[src/dlgs_pkg.sv]
// Shared types and constants for the depth-limited graph search block.
package dlgs_pkg;

	localparam int NODE_W  = 3;   // width of a node index and of a depth
	localparam int ROW_SH  = 3;   // log2 of the adjacency row pitch (8 bits per row)
	localparam int ADJ_W   = 64;  // adjacency register width

	typedef enum logic [1:0] {
		ST_IDLE,
		ST_POP,
		ST_SCAN,
		ST_FINISH
	} state_t;

	// controller -> datapath
	typedef struct packed {
		logic take;   // load a new search from the input request
		logic pop;    // pop the top entry into the current-node registers
		logic push;   // discover the lowest unvisited neighbor
		logic flush;  // send the pending result out as the last one
	} cmd_t;

	// datapath -> controller
	typedef struct packed {
		logic start_ok;  // start node is a real node
		logic sp_empty;  // stack holds no entries
		logic expand;    // current node is below the limit and has a new neighbor
		logic out_free;  // output register can take a result this cycle
	} status_t;

endpackage

[src/depth_limited_graph_search.sv]
// Top level of the depth-limited graph search: controller plus datapath.
//
// Each accepted request starts one depth-limited depth-first search from
// start_node over the graph held in the adjacency register (bit row*8+col set
// for an edge row->col). A node is reported when it is first discovered: the
// start node at depth 0, then the unvisited neighbors of each popped node in
// ascending index order at depth+1, provided the popped node's depth is below
// depth_limit. The final result of a search carries last_node = 1. A request
// whose start_node is NODES or more is taken and produces no result. Write the
// adjacency register only while no search is running.
// A search takes the request, pops each stack entry, scans the popped node's
// row one discovery at a time and closes the row, closes the walk once the
// stack is empty, and flushes the last result; output stalls hold the scan
// and the flush. The neighbor scan steps one discovery per cycle, while the
// output is not stalled, through the single stack write port; the block
// holds one search at a time, and in_stall is high until the last result has
// entered the output register.
module depth_limited_graph_search #(
	parameter int NODES = 8
) (
	input  logic                         clk,
	input  logic                         arst_n,
	// configuration
	input  logic                         cfg_wr_en,
	input  logic [dlgs_pkg::ADJ_W-1:0]   cfg_wr_data,
	// request channel
	input  logic                         in_valid,
	output logic                         in_stall,
	input  logic [dlgs_pkg::NODE_W-1:0]  start_node,
	input  logic [dlgs_pkg::NODE_W-1:0]  depth_limit,
	// result channel
	output logic                         out_valid,
	input  logic                         out_stall,
	output logic [dlgs_pkg::NODE_W-1:0]  found_node,
	output logic [dlgs_pkg::NODE_W-1:0]  node_depth,
	output logic                         last_node
);

	dlgs_pkg::cmd_t    cmd;
	dlgs_pkg::status_t status;
	logic              idle;

	// requests are taken only between searches
	assign in_stall = !idle;

	dlgs_ctrl u_ctrl (
		.clk      (clk),
		.arst_n   (arst_n),
		.in_valid (in_valid),
		.status   (status),
		.cmd      (cmd),
		.idle     (idle)
	);

	dlgs_dp #(
		.NODES (NODES)
	) u_dp (
		.clk         (clk),
		.arst_n      (arst_n),
		.cfg_wr_en   (cfg_wr_en),
		.cfg_wr_data (cfg_wr_data),
		.start_node  (start_node),
		.depth_limit (depth_limit),
		.cmd         (cmd),
		.status      (status),
		.out_stall   (out_stall),
		.out_valid   (out_valid),
		.found_node  (found_node),
		.node_depth  (node_depth),
		.last_node   (last_node)
	);

endmodule

[src/dlgs_ctrl.sv]
// Sequencing state machine for the depth-limited graph search.
module dlgs_ctrl (
	input  logic               clk,
	input  logic               arst_n,
	input  logic               in_valid,
	input  dlgs_pkg::status_t  status,
	output dlgs_pkg::cmd_t     cmd,
	output logic               idle
);

	dlgs_pkg::state_t state_q, state_d;

	always_ff @(posedge clk or negedge arst_n) begin
		if (!arst_n) begin
			state_q <= dlgs_pkg::ST_IDLE;
		end else begin
			state_q <= state_d;
		end
	end

	// next state
	always_comb begin
		state_d = state_q;
		case (state_q)
			dlgs_pkg::ST_IDLE: begin
				if (in_valid && status.start_ok) state_d = dlgs_pkg::ST_POP;
			end
			dlgs_pkg::ST_POP: begin
				if (status.sp_empty) state_d = dlgs_pkg::ST_FINISH;
				else state_d = dlgs_pkg::ST_SCAN;
			end
			dlgs_pkg::ST_SCAN: begin
				if (!status.expand) state_d = dlgs_pkg::ST_POP;
			end
			dlgs_pkg::ST_FINISH: begin
				if (status.out_free) state_d = dlgs_pkg::ST_IDLE;
			end
			default: state_d = dlgs_pkg::ST_IDLE;
		endcase
	end

	// outputs
	always_comb begin
		cmd  = '0;
		idle = 1'b0;
		case (state_q)
			dlgs_pkg::ST_IDLE: begin
				idle     = 1'b1;
				cmd.take = in_valid && status.start_ok;
			end
			dlgs_pkg::ST_POP: begin
				cmd.pop = !status.sp_empty;
			end
			dlgs_pkg::ST_SCAN: begin
				cmd.push = status.expand && status.out_free;
			end
			dlgs_pkg::ST_FINISH: begin
				cmd.flush = status.out_free;
			end
			default: begin
				cmd  = '0;
				idle = 1'b0;
			end
		endcase
	end

endmodule

[src/dlgs_dp.sv]
// Datapath: adjacency register, visited marks, node/depth stack and result registers.
module dlgs_dp #(
	parameter int NODES = 8
) (
	input  logic                          clk,
	input  logic                          arst_n,
	input  logic                          cfg_wr_en,
	input  logic [dlgs_pkg::ADJ_W-1:0]    cfg_wr_data,
	input  logic [dlgs_pkg::NODE_W-1:0]   start_node,
	input  logic [dlgs_pkg::NODE_W-1:0]   depth_limit,
	input  dlgs_pkg::cmd_t                cmd,
	output dlgs_pkg::status_t             status,
	input  logic                          out_stall,
	output logic                          out_valid,
	output logic [dlgs_pkg::NODE_W-1:0]   found_node,
	output logic [dlgs_pkg::NODE_W-1:0]   node_depth,
	output logic                          last_node
);

	localparam int NW    = dlgs_pkg::NODE_W;
	localparam int SP_W  = $clog2(NODES + 1);
	localparam int IDX_W = $clog2(NODES);

	logic [dlgs_pkg::ADJ_W-1:0] adj_q;
	logic [NODES-1:0]           visited_q;
	logic [NW-1:0]              node_stack_q  [NODES];
	logic [NW-1:0]              depth_stack_q [NODES];
	logic [SP_W-1:0]            sp_q;
	logic [SP_W-1:0]            sp_dec;
	logic [NW-1:0]              limit_q;
	logic [NW-1:0]              cur_node_q;
	logic [NW-1:0]              cur_depth_q;
	logic [NW-1:0]              pend_node_q;
	logic [NW-1:0]              pend_depth_q;
	logic                       out_valid_q;
	logic [NW-1:0]              out_node_q;
	logic [NW-1:0]              out_depth_q;
	logic                       out_last_q;

	logic [NODES-1:0]           row;
	logic [NODES-1:0]           cand;
	logic [NW-1:0]              low_col;
	logic [NW-1:0]              next_depth;
	logic [NODES-1:0]           start_mark;
	logic [NODES-1:0]           push_mark;
	logic                       out_load;

	assign sp_dec     = sp_q - 1'b1;
	assign row        = adj_q[{cur_node_q, {dlgs_pkg::ROW_SH{1'b0}}} +: NODES];
	assign cand       = row & ~visited_q;
	assign next_depth = cur_depth_q + 1'b1;
	assign out_load   = cmd.push || cmd.flush;

	// lowest set candidate wins
	always_comb begin
		low_col = '0;
		for (int i = NODES - 1; i >= 0; i--) begin
			if (cand[i]) low_col = NW'(i);
		end
	end

	always_comb begin
		for (int i = 0; i < NODES; i++) begin
			start_mark[i] = (start_node == NW'(i));
			push_mark[i]  = (low_col == NW'(i));
		end
	end

	assign status.start_ok = int'(start_node) < NODES;
	assign status.sp_empty = (sp_q == '0);
	assign status.expand   = (cur_depth_q < limit_q) && (cand != '0);
	assign status.out_free = !out_valid_q || !out_stall;

	always_ff @(posedge clk or negedge arst_n) begin
		if (!arst_n) begin
			adj_q       <= '0;
			visited_q   <= '0;
			sp_q        <= '0;
			out_valid_q <= 1'b0;
		end else begin
			if (cfg_wr_en) adj_q <= cfg_wr_data;
			if (cmd.take) begin
				visited_q <= start_mark;
				sp_q      <= SP_W'(1);
			end else if (cmd.pop) begin
				sp_q <= sp_dec;
			end else if (cmd.push) begin
				visited_q <= visited_q | push_mark;
				sp_q      <= sp_q + 1'b1;
			end
			if (out_load) out_valid_q <= 1'b1;
			else if (!out_stall) out_valid_q <= 1'b0;
		end
	end

	// stack and payload registers
	always_ff @(posedge clk) begin
		if (cmd.take) begin
			limit_q          <= depth_limit;
			node_stack_q[0]  <= start_node;
			depth_stack_q[0] <= '0;
			pend_node_q      <= start_node;
			pend_depth_q     <= '0;
		end
		if (cmd.pop) begin
			cur_node_q  <= node_stack_q[sp_dec[IDX_W-1:0]];
			cur_depth_q <= depth_stack_q[sp_dec[IDX_W-1:0]];
		end
		if (cmd.push) begin
			node_stack_q[sp_q[IDX_W-1:0]]  <= low_col;
			depth_stack_q[sp_q[IDX_W-1:0]] <= next_depth;
			pend_node_q                    <= low_col;
			pend_depth_q                   <= next_depth;
		end
		if (out_load) begin
			out_node_q  <= pend_node_q;
			out_depth_q <= pend_depth_q;
			out_last_q  <= cmd.flush;
		end
	end

	assign out_valid  = out_valid_q;
	assign found_node = out_node_q;
	assign node_depth = out_depth_q;
	assign last_node  = out_last_q;

`ifndef SYNTHESIS
	a_push_room: assert property (@(posedge clk) disable iff (!arst_n)
		cmd.push |-> (int'(sp_q) < NODES))
		else $error("push onto a full stack");
	a_pop_nonempty: assert property (@(posedge clk) disable iff (!arst_n)
		cmd.pop |-> (sp_q != '0))
		else $error("pop from an empty stack");
	a_take_one: assert property (@(posedge clk) disable iff (!arst_n)
		cmd.take |=> (sp_q == SP_W'(1)))
		else $error("new search does not start with one stack entry");
	a_flush_last: assert property (@(posedge clk) disable iff (!arst_n)
		cmd.flush |=> (out_valid && last_node))
		else $error("final result not flagged last");
	a_push_new: assert property (@(posedge clk) disable iff (!arst_n)
		cmd.push |-> ((visited_q & push_mark) == '0))
		else $error("visited node discovered again");
`endif

endmodule

[config.mk]
export PLATFORM = sky130hd
export DESIGN_NAME = depth_limited_graph_search
export DESIGN_NICKNAME = d
export VERILOG_FILES = /design/src/dlgs_pkg.sv /design/src/depth_limited_graph_search.sv /design/src/dlgs_ctrl.sv /design/src/dlgs_dp.sv
export SDC_FILE = /design/constraint.sdc
export NUM_CORES = 1
export LEC_CHECK = 0
export BUFFER_PORTS_ARGS = -buffer_cell sky130_fd_sc_hd__buf_2
export CORE_ASPECT_RATIO = 2
export CORE_MARGIN = 2
export CORE_UTILIZATION = 40
export CTS_CLUSTER_DIAMETER = 30
export DETAILED_ROUTE_END_ITERATION = 8
export PLACE_DENSITY_LB_ADDON = 0.1
export SLEW_MARGIN = 20
export SYNTH_ARGS = -nofsm -noshare
export SYNTH_HDL_FRONTEND = slang
export SYNTH_SLANG_ARGS = --single-unit
[constraint.sdc]
create_clock -name clk -period 3.4 [get_ports clk]
set_input_delay 0.68 -clock clk [delete_from_list [all_inputs] [get_ports clk]]
set_output_delay 0.68 -clock clk [all_outputs]
set_load 0.05 [all_outputs]
# After elaboration in Yosys (flattened, before gate mapping)
# Memories as Yosys holds them, arrays and structs flattened. A register that Yosys moved wholly into a read port is not among the register bits.
# Index checks and enable logic that the tools add are counted.
# totals
elab_cells	102
input_bits	75
ff_bits	95
ram_bits	48
memories	2
output_inout_bits	9
# memory_table
memory	words	word_bits	read_ports	rd_ports_with_merged_regs	wr	line_no	rtl
u_dp.depth_stack_q	8	3	1	1	1	dlgs_dp.sv:27	logic [NW-1:0] depth_stack_q [NODES];
u_dp.node_stack_q	8	3	1	1	1	dlgs_dp.sv:26	logic [NW-1:0] node_stack_q [NODES];
# op_classes
addsub	3
shift	1
n_lt_le_gt_ge	1
n_reduce_logical	19
n_mux	40
eq_ne	22
bitwise	3
# ops
op	count
$shiftx A64 B7 Y8	1
$mux W3	16
$eq A3 B3 Y1 const B	8
$mux W8	3
$mux W1	14
$eq A3 B2 Y1 const B	4
$mux W4	3
$and A8 B8 Y8	1
$not A8 Y8	1
$or A8 B8 Y8	1
$pmux W2 S4	1
$reduce_bool A8 Y1	1
$eq A3 B1 Y1 const B	2
$logic_not A3 Y1	2
$mux W2	3
$ne A2 B1 Y1 const B	3
$reduce_or A3 Y1	2
$add A4 B1 Y4 const B	1
$eq A2 B2 Y1 const B	2
$logic_not A1 Y1	4
$logic_not A4 Y1	1
$ne A2 B2 Y1 const B	2
$sub A4 B1 Y4 const B	1
$add A3 B1 Y3 const B	1
9 further kinds	11

# Depth between registers and ports, before layout
# Gate-level depths: netlist of the first run.
# depth
word_depth	15
ltp_mapped	11
mapped_depth_nobuf	8

# Modules after synthesis
# From an unflattened synthesis of the first run, not the netlist that was laid out.
# unflattened
hier_cells	424
area_unflattened_um2	6617.6
# modules_own_cells
module	cells_per_inst	seq_area_each_um2	area_per_inst_um2	instances
dlgs_dp	410	4028.9	6478.7	1
dlgs_ctrl	13	50.0	135.1	1
depth_limited_graph_search	1	0.0	3.8	1

# Least setup slack after synthesis of the first run
# OpenSTA, ideal clock, no wires.
# synth_timing
kind	register to register
startpoint	register u_dp.cur_node_q[2] (read register of u_dp.node_stack_q)
endpoint	memory u_dp.depth_stack_q[5][0] in the netlist's numbering (enable)
setup_time_ps	378
stages_incl_launch_ff	11
t_arrival_ps	2630
path_slack_ps	392
synth_period_minus_slack_ps	3008
n_path_buf	3
t_required_ps	3022
cell_sequence	edfxtp_1 -> buf_4 -> buf_4 -> mux2i_1 -> a221oi_1 -> o21a_1 -> or3_1 -> o21ai_2 -> buf_6 -> or2_2 -> nor3b_1
# synth_between
elab_chain_cells	10
elab_cells_between_ends	11
classes_between	shift (1); mux (5); bitwise (1); reduce/logical (4)
# synth_rtl
item	line_no	rtl
from (decl)	dlgs_dp.sv:31	logic [NW-1:0] cur_node_q;
$shiftx A64 B7 Y8 *	dlgs_dp.sv:49	assign row = adj_q[{cur_node_q, {dlgs_pkg::ROW_SH{1'b0}}} +: NODES];
$and A8 B8 Y8 *	dlgs_dp.sv:50	assign cand = row & ~visited_q;
$reduce_bool A8 Y1 *	dlgs_dp.sv:71	assign status.expand = (cur_depth_q < limit_q) && (cand != '0);
$logic_and A1 B1 Y1 *	dlgs_dp.sv:71	
$logic_and A1 B1 Y1 *	dlgs_ctrl.sv:55	cmd.push = status.expand && status.out_free;
$mux W1 *	dlgs_ctrl.sv:46	case (state_q)
$mux W1 *	dlgs_dp.sv:109	if (cmd.push) begin
$mux W1 (implied by the code) *	dlgs_dp.sv:111	depth_stack_q[sp_q[IDX_W-1:0]] <= next_depth;
$reduce_or A3 Y1 (no source line)	--	
$mux W3 (no source line) / $mux W1 (equally long branches)	--	
to (decl)	dlgs_dp.sv:27	
# Every way passes the cells marked *; elsewhere a longest branch is shown, timed or not.

# Worst setup path after layout of the first run
# layout_timing
startpoint	register u_dp.cur_node_q[1] (read register of u_dp.node_stack_q)
endpoint	memory u_dp.node_stack_q[1][0] in the netlist's numbering (enable)
# layout_between
elab_chain_cells	10
elab_cells_between_ends	11
classes_between	shift (1); mux (5); bitwise (1); reduce/logical (4)
# layout_rtl
item	line_no	rtl
$shiftx A64 B7 Y8 *	dlgs_dp.sv:49	
$and A8 B8 Y8 *	dlgs_dp.sv:50	
$reduce_bool A8 Y1 *	dlgs_dp.sv:71	
$logic_and A1 B1 Y1 *	dlgs_dp.sv:71	
$logic_and A1 B1 Y1 *	dlgs_ctrl.sv:55	
$mux W1 *	dlgs_ctrl.sv:46	
$mux W1 *	dlgs_dp.sv:109	
$mux W1 (implied by the code) *	dlgs_dp.sv:110	node_stack_q[sp_q[IDX_W-1:0]] <= low_col;
$reduce_or A3 Y1 (no source line)	--	
$mux W3 (no source line) / $mux W1 (equally long branches)	--	
to (decl)	dlgs_dp.sv:26	
# Marked as above.

==> results of run 1 <==
==> flip-flops by register name, indices dropped and copies added, names as in the netlist <==
signal,count
u_ctrl.state_q,2
u_dp.adj_q,64
u_dp.cur_depth_q,3
u_dp.cur_node_q,3
u_dp.depth_stack_q,24
u_dp.found_node,3
u_dp.last_node,1
u_dp.limit_q,3
u_dp.node_depth,3
u_dp.node_stack_q,24
u_dp.out_valid,1
u_dp.pend_depth_q,3
u_dp.pend_node_q,3
u_dp.sp_q,4
u_dp.visited_q,8
==> cell families after synthesis <==
| group | share of synthesized area (%) |
|---|---|
| buffers and inverters | 2.61 |
| AND/OR/NAND/NOR | 5.67 |
| flip-flops | 62.6 |
| XOR/XNOR | 0.269 |
| adder cells (fa/ha/maj) | 0.961 |
| multiplexers | 22.4 |
| AO/OA/AOI/OAI | 5.42 |
==> layout make-up <==
class / count / share of cell area (%)
clock inverters: 15 / 2.14
clock buffers: 17 / 5.46
well taps: 204 / 3.28
inverters: 13 / 0.627
flip-flops and latches: 149 / 52.4
repair buffers: 98 / 7.02
multi-input cells: 237 / 29.1
==> synthesized netlist by cell type, drive strengths merged (2+ instances only) <==
| library cell | count |
|---|---|
| a21o | 2 |
| a21oi | 16 |
| a221oi | 5 |
| a31oi | 2 |
| and3 | 2 |
| buf | 8 |
| clkbuf | 15 |
| dfrtp | 79 |
| edfxtp | 70 |
| ha | 5 |
| inv | 12 |
| mux2 | 71 |
| mux2i | 14 |
| mux4 | 22 |
| nand2 | 15 |
| nand2b | 5 |
| nand3 | 7 |
| nand3b | 2 |
| nor2 | 18 |
| nor3 | 4 |
| nor3b | 2 |
| nor4b | 4 |
| o211ai | 2 |
| o21a | 4 |
| o21ai | 10 |
| o31ai | 3 |
| o41ai | 3 |
| or2 | 2 |
| or3 | 4 |
| or4 | 2 |
==> metal layers <==
| layer | routed length (um) | part of all wire, % | up-vias | track usage [%] |
|---|---|---|---|---|
| met5 | 0 | 0 | - | 0 |
| met4 | 140 | 1.0 | 0 | 4.35 |
| met3 | 480 | 3.6 | 11 | 3.97 |
| met2 | 6720 | 50 | 79 | 26.0 |
| met1 | 6170 | 46 | 1907 | 23.3 |
| li1 | - | - | 1800 | - |
==> worst min path at each step <==
stage / to / slack (ns)
6_report: u_dp.sp_q[3] / 0.27
5_1_grt: u_dp.out_valid / 0.36
3_5_place_dp: u_dp.node_depth[2] / 0.40
2_1_floorplan: u_ctrl.state_q[0] / 0.38
4_1_cts: u_dp.node_depth[2] / 0.42
3_3_place_gp: u_dp.node_depth[2] / 0.41
==> power by group through the flow <==
stage	Clock [W]	Combinational [W]	Sequential, W
floorplan	0	0.00159	0.00267
global placement	0	0.00230	0.00260
detailed placement	0	0.00232	0.00260
CTS	0.00192	0.00232	0.00257
global route	0.00200	0.00249	0.00261
finish	0.00187	0.00228	0.00256
==> metrics by stage <==
stage / power (W) / setup WS (ns)
2_1_floorplan: 0.00426 / 0.392
3_3_place_gp: 0.00490 / 0.346
3_5_place_dp: 0.00492 / 0.311
4_1_cts: 0.00681 / 0.282
5_1_grt: 0.00710 / 0.0813
6_report: 0.00672 / 0.301
==> results.md, run 1 <==
* Fin crit period at 3.10 ns
* Seq/Total Area, Yosys at 62.6%
* Number of vias per cell at 5.18
* Drt first pass iters at 4
* CTS Buffer Depth at 2
* Endpoint type of the worst setup path: flip-flop
* Netlist cell types at 48
* Post-DR wirelength/cell at 18.4 um
* Tcrit/Tclk final at 91.1%
* Num CTS Buffers at 17
* CTS tree: yes
* Initial antenna violation count at 0
* Maximum VDD drop at 0.516 mV
* Top FF cell, synth: dfrtp_1
* Critical-path cell with the highest stage delay: or4_1
* Leakage power at 3.15 nW
* Die area at 17400 um^2
* Crit path max fanout at 20
* Iter 0 DRT Violations at 163
* Die width at 94.2 um
* RSZ-0062 raised after global routing: false
* Critical Path AT at 3.27 ns
* Routed wire length at 13.5 mm
* Synth area leader: edfxtp_1
* Area occupied by multi-input gates at 2260 um^2
* Mapped Cells at 422
* DRC at 0
* Synthesized area at 6510 um^2
* Fill count at 1450
* Dpl cells at 701
* Setup violations, final at 0
* Largest net degree at the start of global routing at 80
* Buf+Inv Stages, Crit Path at 3
* Final Hold Viols at 0
* Worst setup path class: flip-flop to flip-flop
* Yosys reg bits at 149
* Clock Skew at 0.00928 ns
* Die H at 184 um
* GR Overflow Total at 0
* Post-CTS Setup Bufs at 0
* IO Pins at 84
* Crit. Startpoint: u_dp.cur_node_q[1]
* Mapped Nets at 502
* Area growth syn-to-layout at 19.5%
* Fin nets at 596
* Clock share of power at 27.9%
* Share of cells above drive strength 1 at 41.4%
* Status: finished, final reports clean
* I/O Buffers at 83
* CP peak stage delay at 0.64 ns
* Commonest non-fill, non-tap cell in the layout: buf_2
* Worst Hold Class: input pin to asynchronous set/reset pin
* DR vias at 3797
* Worst setup path end: u_dp.node_stack_q[1][0]
* Clock Pin Slew Worst Setup and Hold Paths at 0.07 ns
* Internal Pwr Total at 0.00441 W
* CP required at 3.58 ns
* Crit-path cells: buf_4 -> mux4_2 -> nand2b_1 -> and3_1 -> or4_1 -> o21ai_2 -> buf_4 -> or2_2 -> nor3_1 -> buf_4
* Setup slack, reg-to-reg at 0.30 ns
* Number of global-route vias before repair at 3905
* Core box area at 16100 um^2
* Critical R2R Capture: u_dp.node_stack_q[1][0]
* GR Util All Layers at 16.6%
* Tightest Pin Transition at 0.823 ns
* Cell area after layout at 7780 um^2
* Register share of total power at 38.1%
* TNS Setup at 0 ns
* Most frequent CP cell: buf_4
* CP startpoint kind: flip-flop
* First-pass GRT wire length at 21.6 mm
* Slew headroom at 45.1%
* HPWL Detailed at 9.41 mm
* Max-slew violation count at 0
* Placed cell area at 7190 um^2
* Register area at 4080 um^2
* Fin cells at 733
* Synthesized area per cell at 15.4 um^2
* Leading post-synthesis cells by cell area: edfxtp_1 (32%), dfrtp_1 (30%), mux2_2 (12%)
* Most frequent cells in the layout: buf_2 (82), dfrtp_1 (79), mux2_2 (71)
* Max-cap violations at 0
* R2R cell count at 10
* R2R Path Start: u_dp.cur_node_q[1]
* F_max at 0.323 GHz
* Sw Ratio at 34.4%
* H-tree depth at 4
* FFs w/ async S/R, synth at 53.0%
* DRT antenna net count at 0
* Pwr Density at 863 nW/um^2
* Initial Utilization at 40.4%
* Switching pwr at 0.00231 W
* Clock root cell: clkbuf_16
* Gate power share at 34.0%
* RD Place Congestion at 0.760
* CP top delay family: simple AND/OR/NAND/NOR gates
* CTS Hold Bufs at 0
* Area fraction of the dominant cell type after synthesis at 32.3%
* Post-CTS Resized at 0
* Number of flops mapped to enable cells by yosys at 70
* Fin util at 48.3%
* Sink Count at 149
* ANT cells at 0
* Stages on the worst setup path at 10
* Min Hold Slack at 0.273 ns
* Clk Latency, worst-skew pair at 0.41 ns
* Yosys warning count at 0
* Row cnt at 66
Note: power is estimated with default switching activity, not from simulation.
==> inputs of run 2 (changes only) <==
--- a/config.mk
+++ b/config.mk
@@ -6,6 +6,8 @@
 export NUM_CORES = 1
 export LEC_CHECK = 0
 export BUFFER_PORTS_ARGS = -buffer_cell sky130_fd_sc_hd__buf_2
+export CELL_PAD_IN_SITES_DETAIL_PLACEMENT = 0
+export CELL_PAD_IN_SITES_GLOBAL_PLACEMENT = 1
 export CORE_ASPECT_RATIO = 2
 export CORE_MARGIN = 2
 export CORE_UTILIZATION = 40
@@ -15,4 +17,5 @@
 export SLEW_MARGIN = 20
 export SYNTH_ARGS = -nofsm -noshare
 export SYNTH_HDL_FRONTEND = slang
+export SYNTH_HIERARCHICAL = 1
 export SYNTH_SLANG_ARGS = --single-unit
==> results.md, run 2 <==
* Status: finished, final reports clean
* Sink Count at 149
* Pwr Density at 933 nW/um^2
* Largest net degree at the start of global routing at 80
* Synth area leader: edfxtp_1
* Row cnt at 66
* Crit path max fanout at 16
* Die H at 186 um
* Share of cells above drive strength 1 at 47.5%
* Endpoint type of the worst setup path: flip-flop
* DR vias at 3859
* Area fraction of the dominant cell type after synthesis at 31.8%
* ANT cells at 0
* CTS tree: yes
* IO Pins at 84
* Post-CTS Setup Bufs at 0
* Fin nets at 597
* Area growth syn-to-layout at 19.4%
* GR Overflow Total at 0
* Synthesized area at 6620 um^2
* Commonest cells post-synth: dfrtp_1 (79), mux2_2 (75), edfxtp_1 (70)
* Fin util at 48.6%
* Critical Path AT at 3.35 ns
* Initial Utilization at 40.7%
* Cell area after layout at 7900 um^2
* Largest regs: u_dp/adj_q x64, u_dp/depth_stack_q x24, u_dp/node_stack_q x24
* Max-slew violation count at 0
* Synthesized area per cell at 15.6 um^2
* DRT antenna net count at 0
* Commonest non-fill, non-tap cell in the layout: buf_2
* Slew headroom at 49.8%
* Die width at 95.0 um
* Top-count cell post-synth: dfrtp_1
* Clock Pin Slew Worst Setup and Hold Paths at 0.07 ns
* Leading post-synthesis cells by cell area: edfxtp_1 (32%), dfrtp_1 (30%), mux2_2 (13%)
* Worst Hold Class: input pin to asynchronous set/reset pin
* DRC at 0
* CTS Hold Bufs at 0
* Yosys warning count at 6
* Post-DR wirelength/cell at 20.1 um
* GR Util All Layers at 18.1%
* Iter 0 DRT Violations at 202
* Number of flops mapped to enable cells by yosys at 70
* Tcrit/Tclk final at 94.0%
* Most frequent cells in the layout: buf_2 (82), dfrtp_1 (79), mux2_2 (75)
* Tightest Pin Transition at 0.750 ns
* CP startpoint kind: flip-flop
* First-pass GRT wire length at 23.0 mm
* Top FF cell, synth: dfrtp_1
* Initial antenna violation count at 0
* Clk Latency, worst-skew pair at 0.42 ns
* Num CTS Buffers at 17
* CP required at 3.56 ns
* Max reg flops at 64
* Seq/Total Area, Yosys at 61.6%
* Worst setup path class: flip-flop to flip-flop
* Core box area at 16300 um^2
* FFs w/ async S/R, synth at 53.0%
* Die area at 17700 um^2
* Fin crit period at 3.20 ns
* Mapped Nets at 504
* Mapped Cells at 424
* Post-CTS Resized at 0
* CTS Buffer Depth at 2
* H-tree depth at 4
* Number of vias per cell at 5.26
* Setup violations, final at 0
* Dpl cells at 702
* Clock root cell: clkbuf_16
* Routed wire length at 14.7 mm
* RD Place Congestion at 0.795
* Max-cap violations at 0
* I/O Buffers at 83
* Yosys reg bits at 149
* HPWL Detailed at 11.0 mm
* Final Hold Viols at 0
* Maximum VDD drop at 0.495 mV
* Netlist cell types at 58
* Number of global-route vias before repair at 4280
* Fin cells at 734
* Biggest register: u_dp/adj_q
* Leakage power at 3.13 nW
* F_max at 0.313 GHz
* Clock Skew at 0.00902 ns
* Placed cell area at 7300 um^2
* Drt first pass iters at 4
[run 2: changes by cell type in the layout (fill, tap and decap cells not counted), moves of 5 or more]
cell     change
mux4_1       -7
mux4_2      +13
a21oi_1      -9
mux2i_1     -13
nor2b_1      +6
nand3_1      -6
and2_1       +5
nor2_1       +7
[run 2: critical path, cell delays in order, from the launching register on]
cell,delay [ns]
edfxtp_1,0.38
buf_12,0.19
mux4_2,0.50
mux2_2,0.31
o2bb2ai_1,0.15
nor3_1,0.30
a311oi_1,0.16
and4b_2,0.28
nand2_1,0.17
nor3_2,0.10
or2_2,0.38
[run 2: through the flow]
stage / setup slack (ns) / hold slack, ns / TNS, ns / total power, W
2_1_floorplan: 0.124 / 0.384 / 0 / 0.00470
3_3_place_gp: 0.173 / 0.407 / 0 / 0.00554
3_5_place_dp: 0.0897 / 0.406 / 0 / 0.00559
4_1_cts: 0.0760 / 0.418 / 0 / 0.00748
5_1_grt: -0.00240 / 0.338 / -0.00959 / 0.00779
6_report: 0.202 / 0.285 / 0 / 0.00737
[run 2: area by class of cell]
| cell class | count | area, um^2 |
|---|---|---|
| Clock buffer | 17 | 425 |
| Sequential cell | 149 | 4080 |
| Multi-Input combinational cell | 238 | 2390 |
| Inverter | 13 | 48.8 |
| Tap cell | 204 | 255 |
| Clock inverter | 15 | 159 |
| Fill cell | 1443 | 8370 |
| Timing Repair Buffer | 98 | 547 |
[run 2: cell families (layout without fill, tap and decap cells)]
group / Yosys count / count (layout) / share of synthesized area, %
buffers and inverters: 37 / 143 / 2.55
and+or+nand+nor: 77 / 77 / 5.75
muxes: 107 / 107 / 23.1
adders and majority gates: 5 / 5 / 0.945
DFF: 149 / 149 / 61.6
AOI/OAI and AO/OA: 43 / 43 / 5.29
xor gates and xnor gates: 5 / 5 / 0.662
other: 1 / 1 / 0.0567
[run 2: worst paths after layout]
check	slack, ns	end	cells after the start	from
hold / removal	0.29	u_dp/adj_q[41]	1	arst_n
hold reg to reg	0.42	u_dp/found_node[0]	0	u_dp/pend_node_q[0]
setup / recovery	0.20	u_dp/depth_stack_q[0][2]	10	u_dp/cur_node_q[1]
setup reg to reg	0.20	u_dp/depth_stack_q[0][2]	10	u_dp/cur_node_q[1]
min in group clk	0.42	u_dp/found_node[0]	0	u_dp/pend_node_q[0]
max in group asynchronous	2.61	u_dp/adj_q[15]	1	arst_n
[run 2: per-layer routing]
layer / up-vias / share of wire (%) / track usage, %
li1: 1790 / - / -
met1: 1972 / 36 / 18.5
met2: 85 / 60 / 35.3
met3: 12 / 2.7 / 3.28
met4: 0 / 1.4 / 6.90
met5: - / 0 / 0
[run 2: power breakdown]
part	switching, W	leakage (nW)	total [W]	internal [W]
logic	0.00160	1.28	0.00279	0.00119
registers	0.000233	1.57	0.00272	0.00249
clock network	0.000815	0.286	0.00186	0.00104
total	0.00265	3.13	0.00737	0.00472
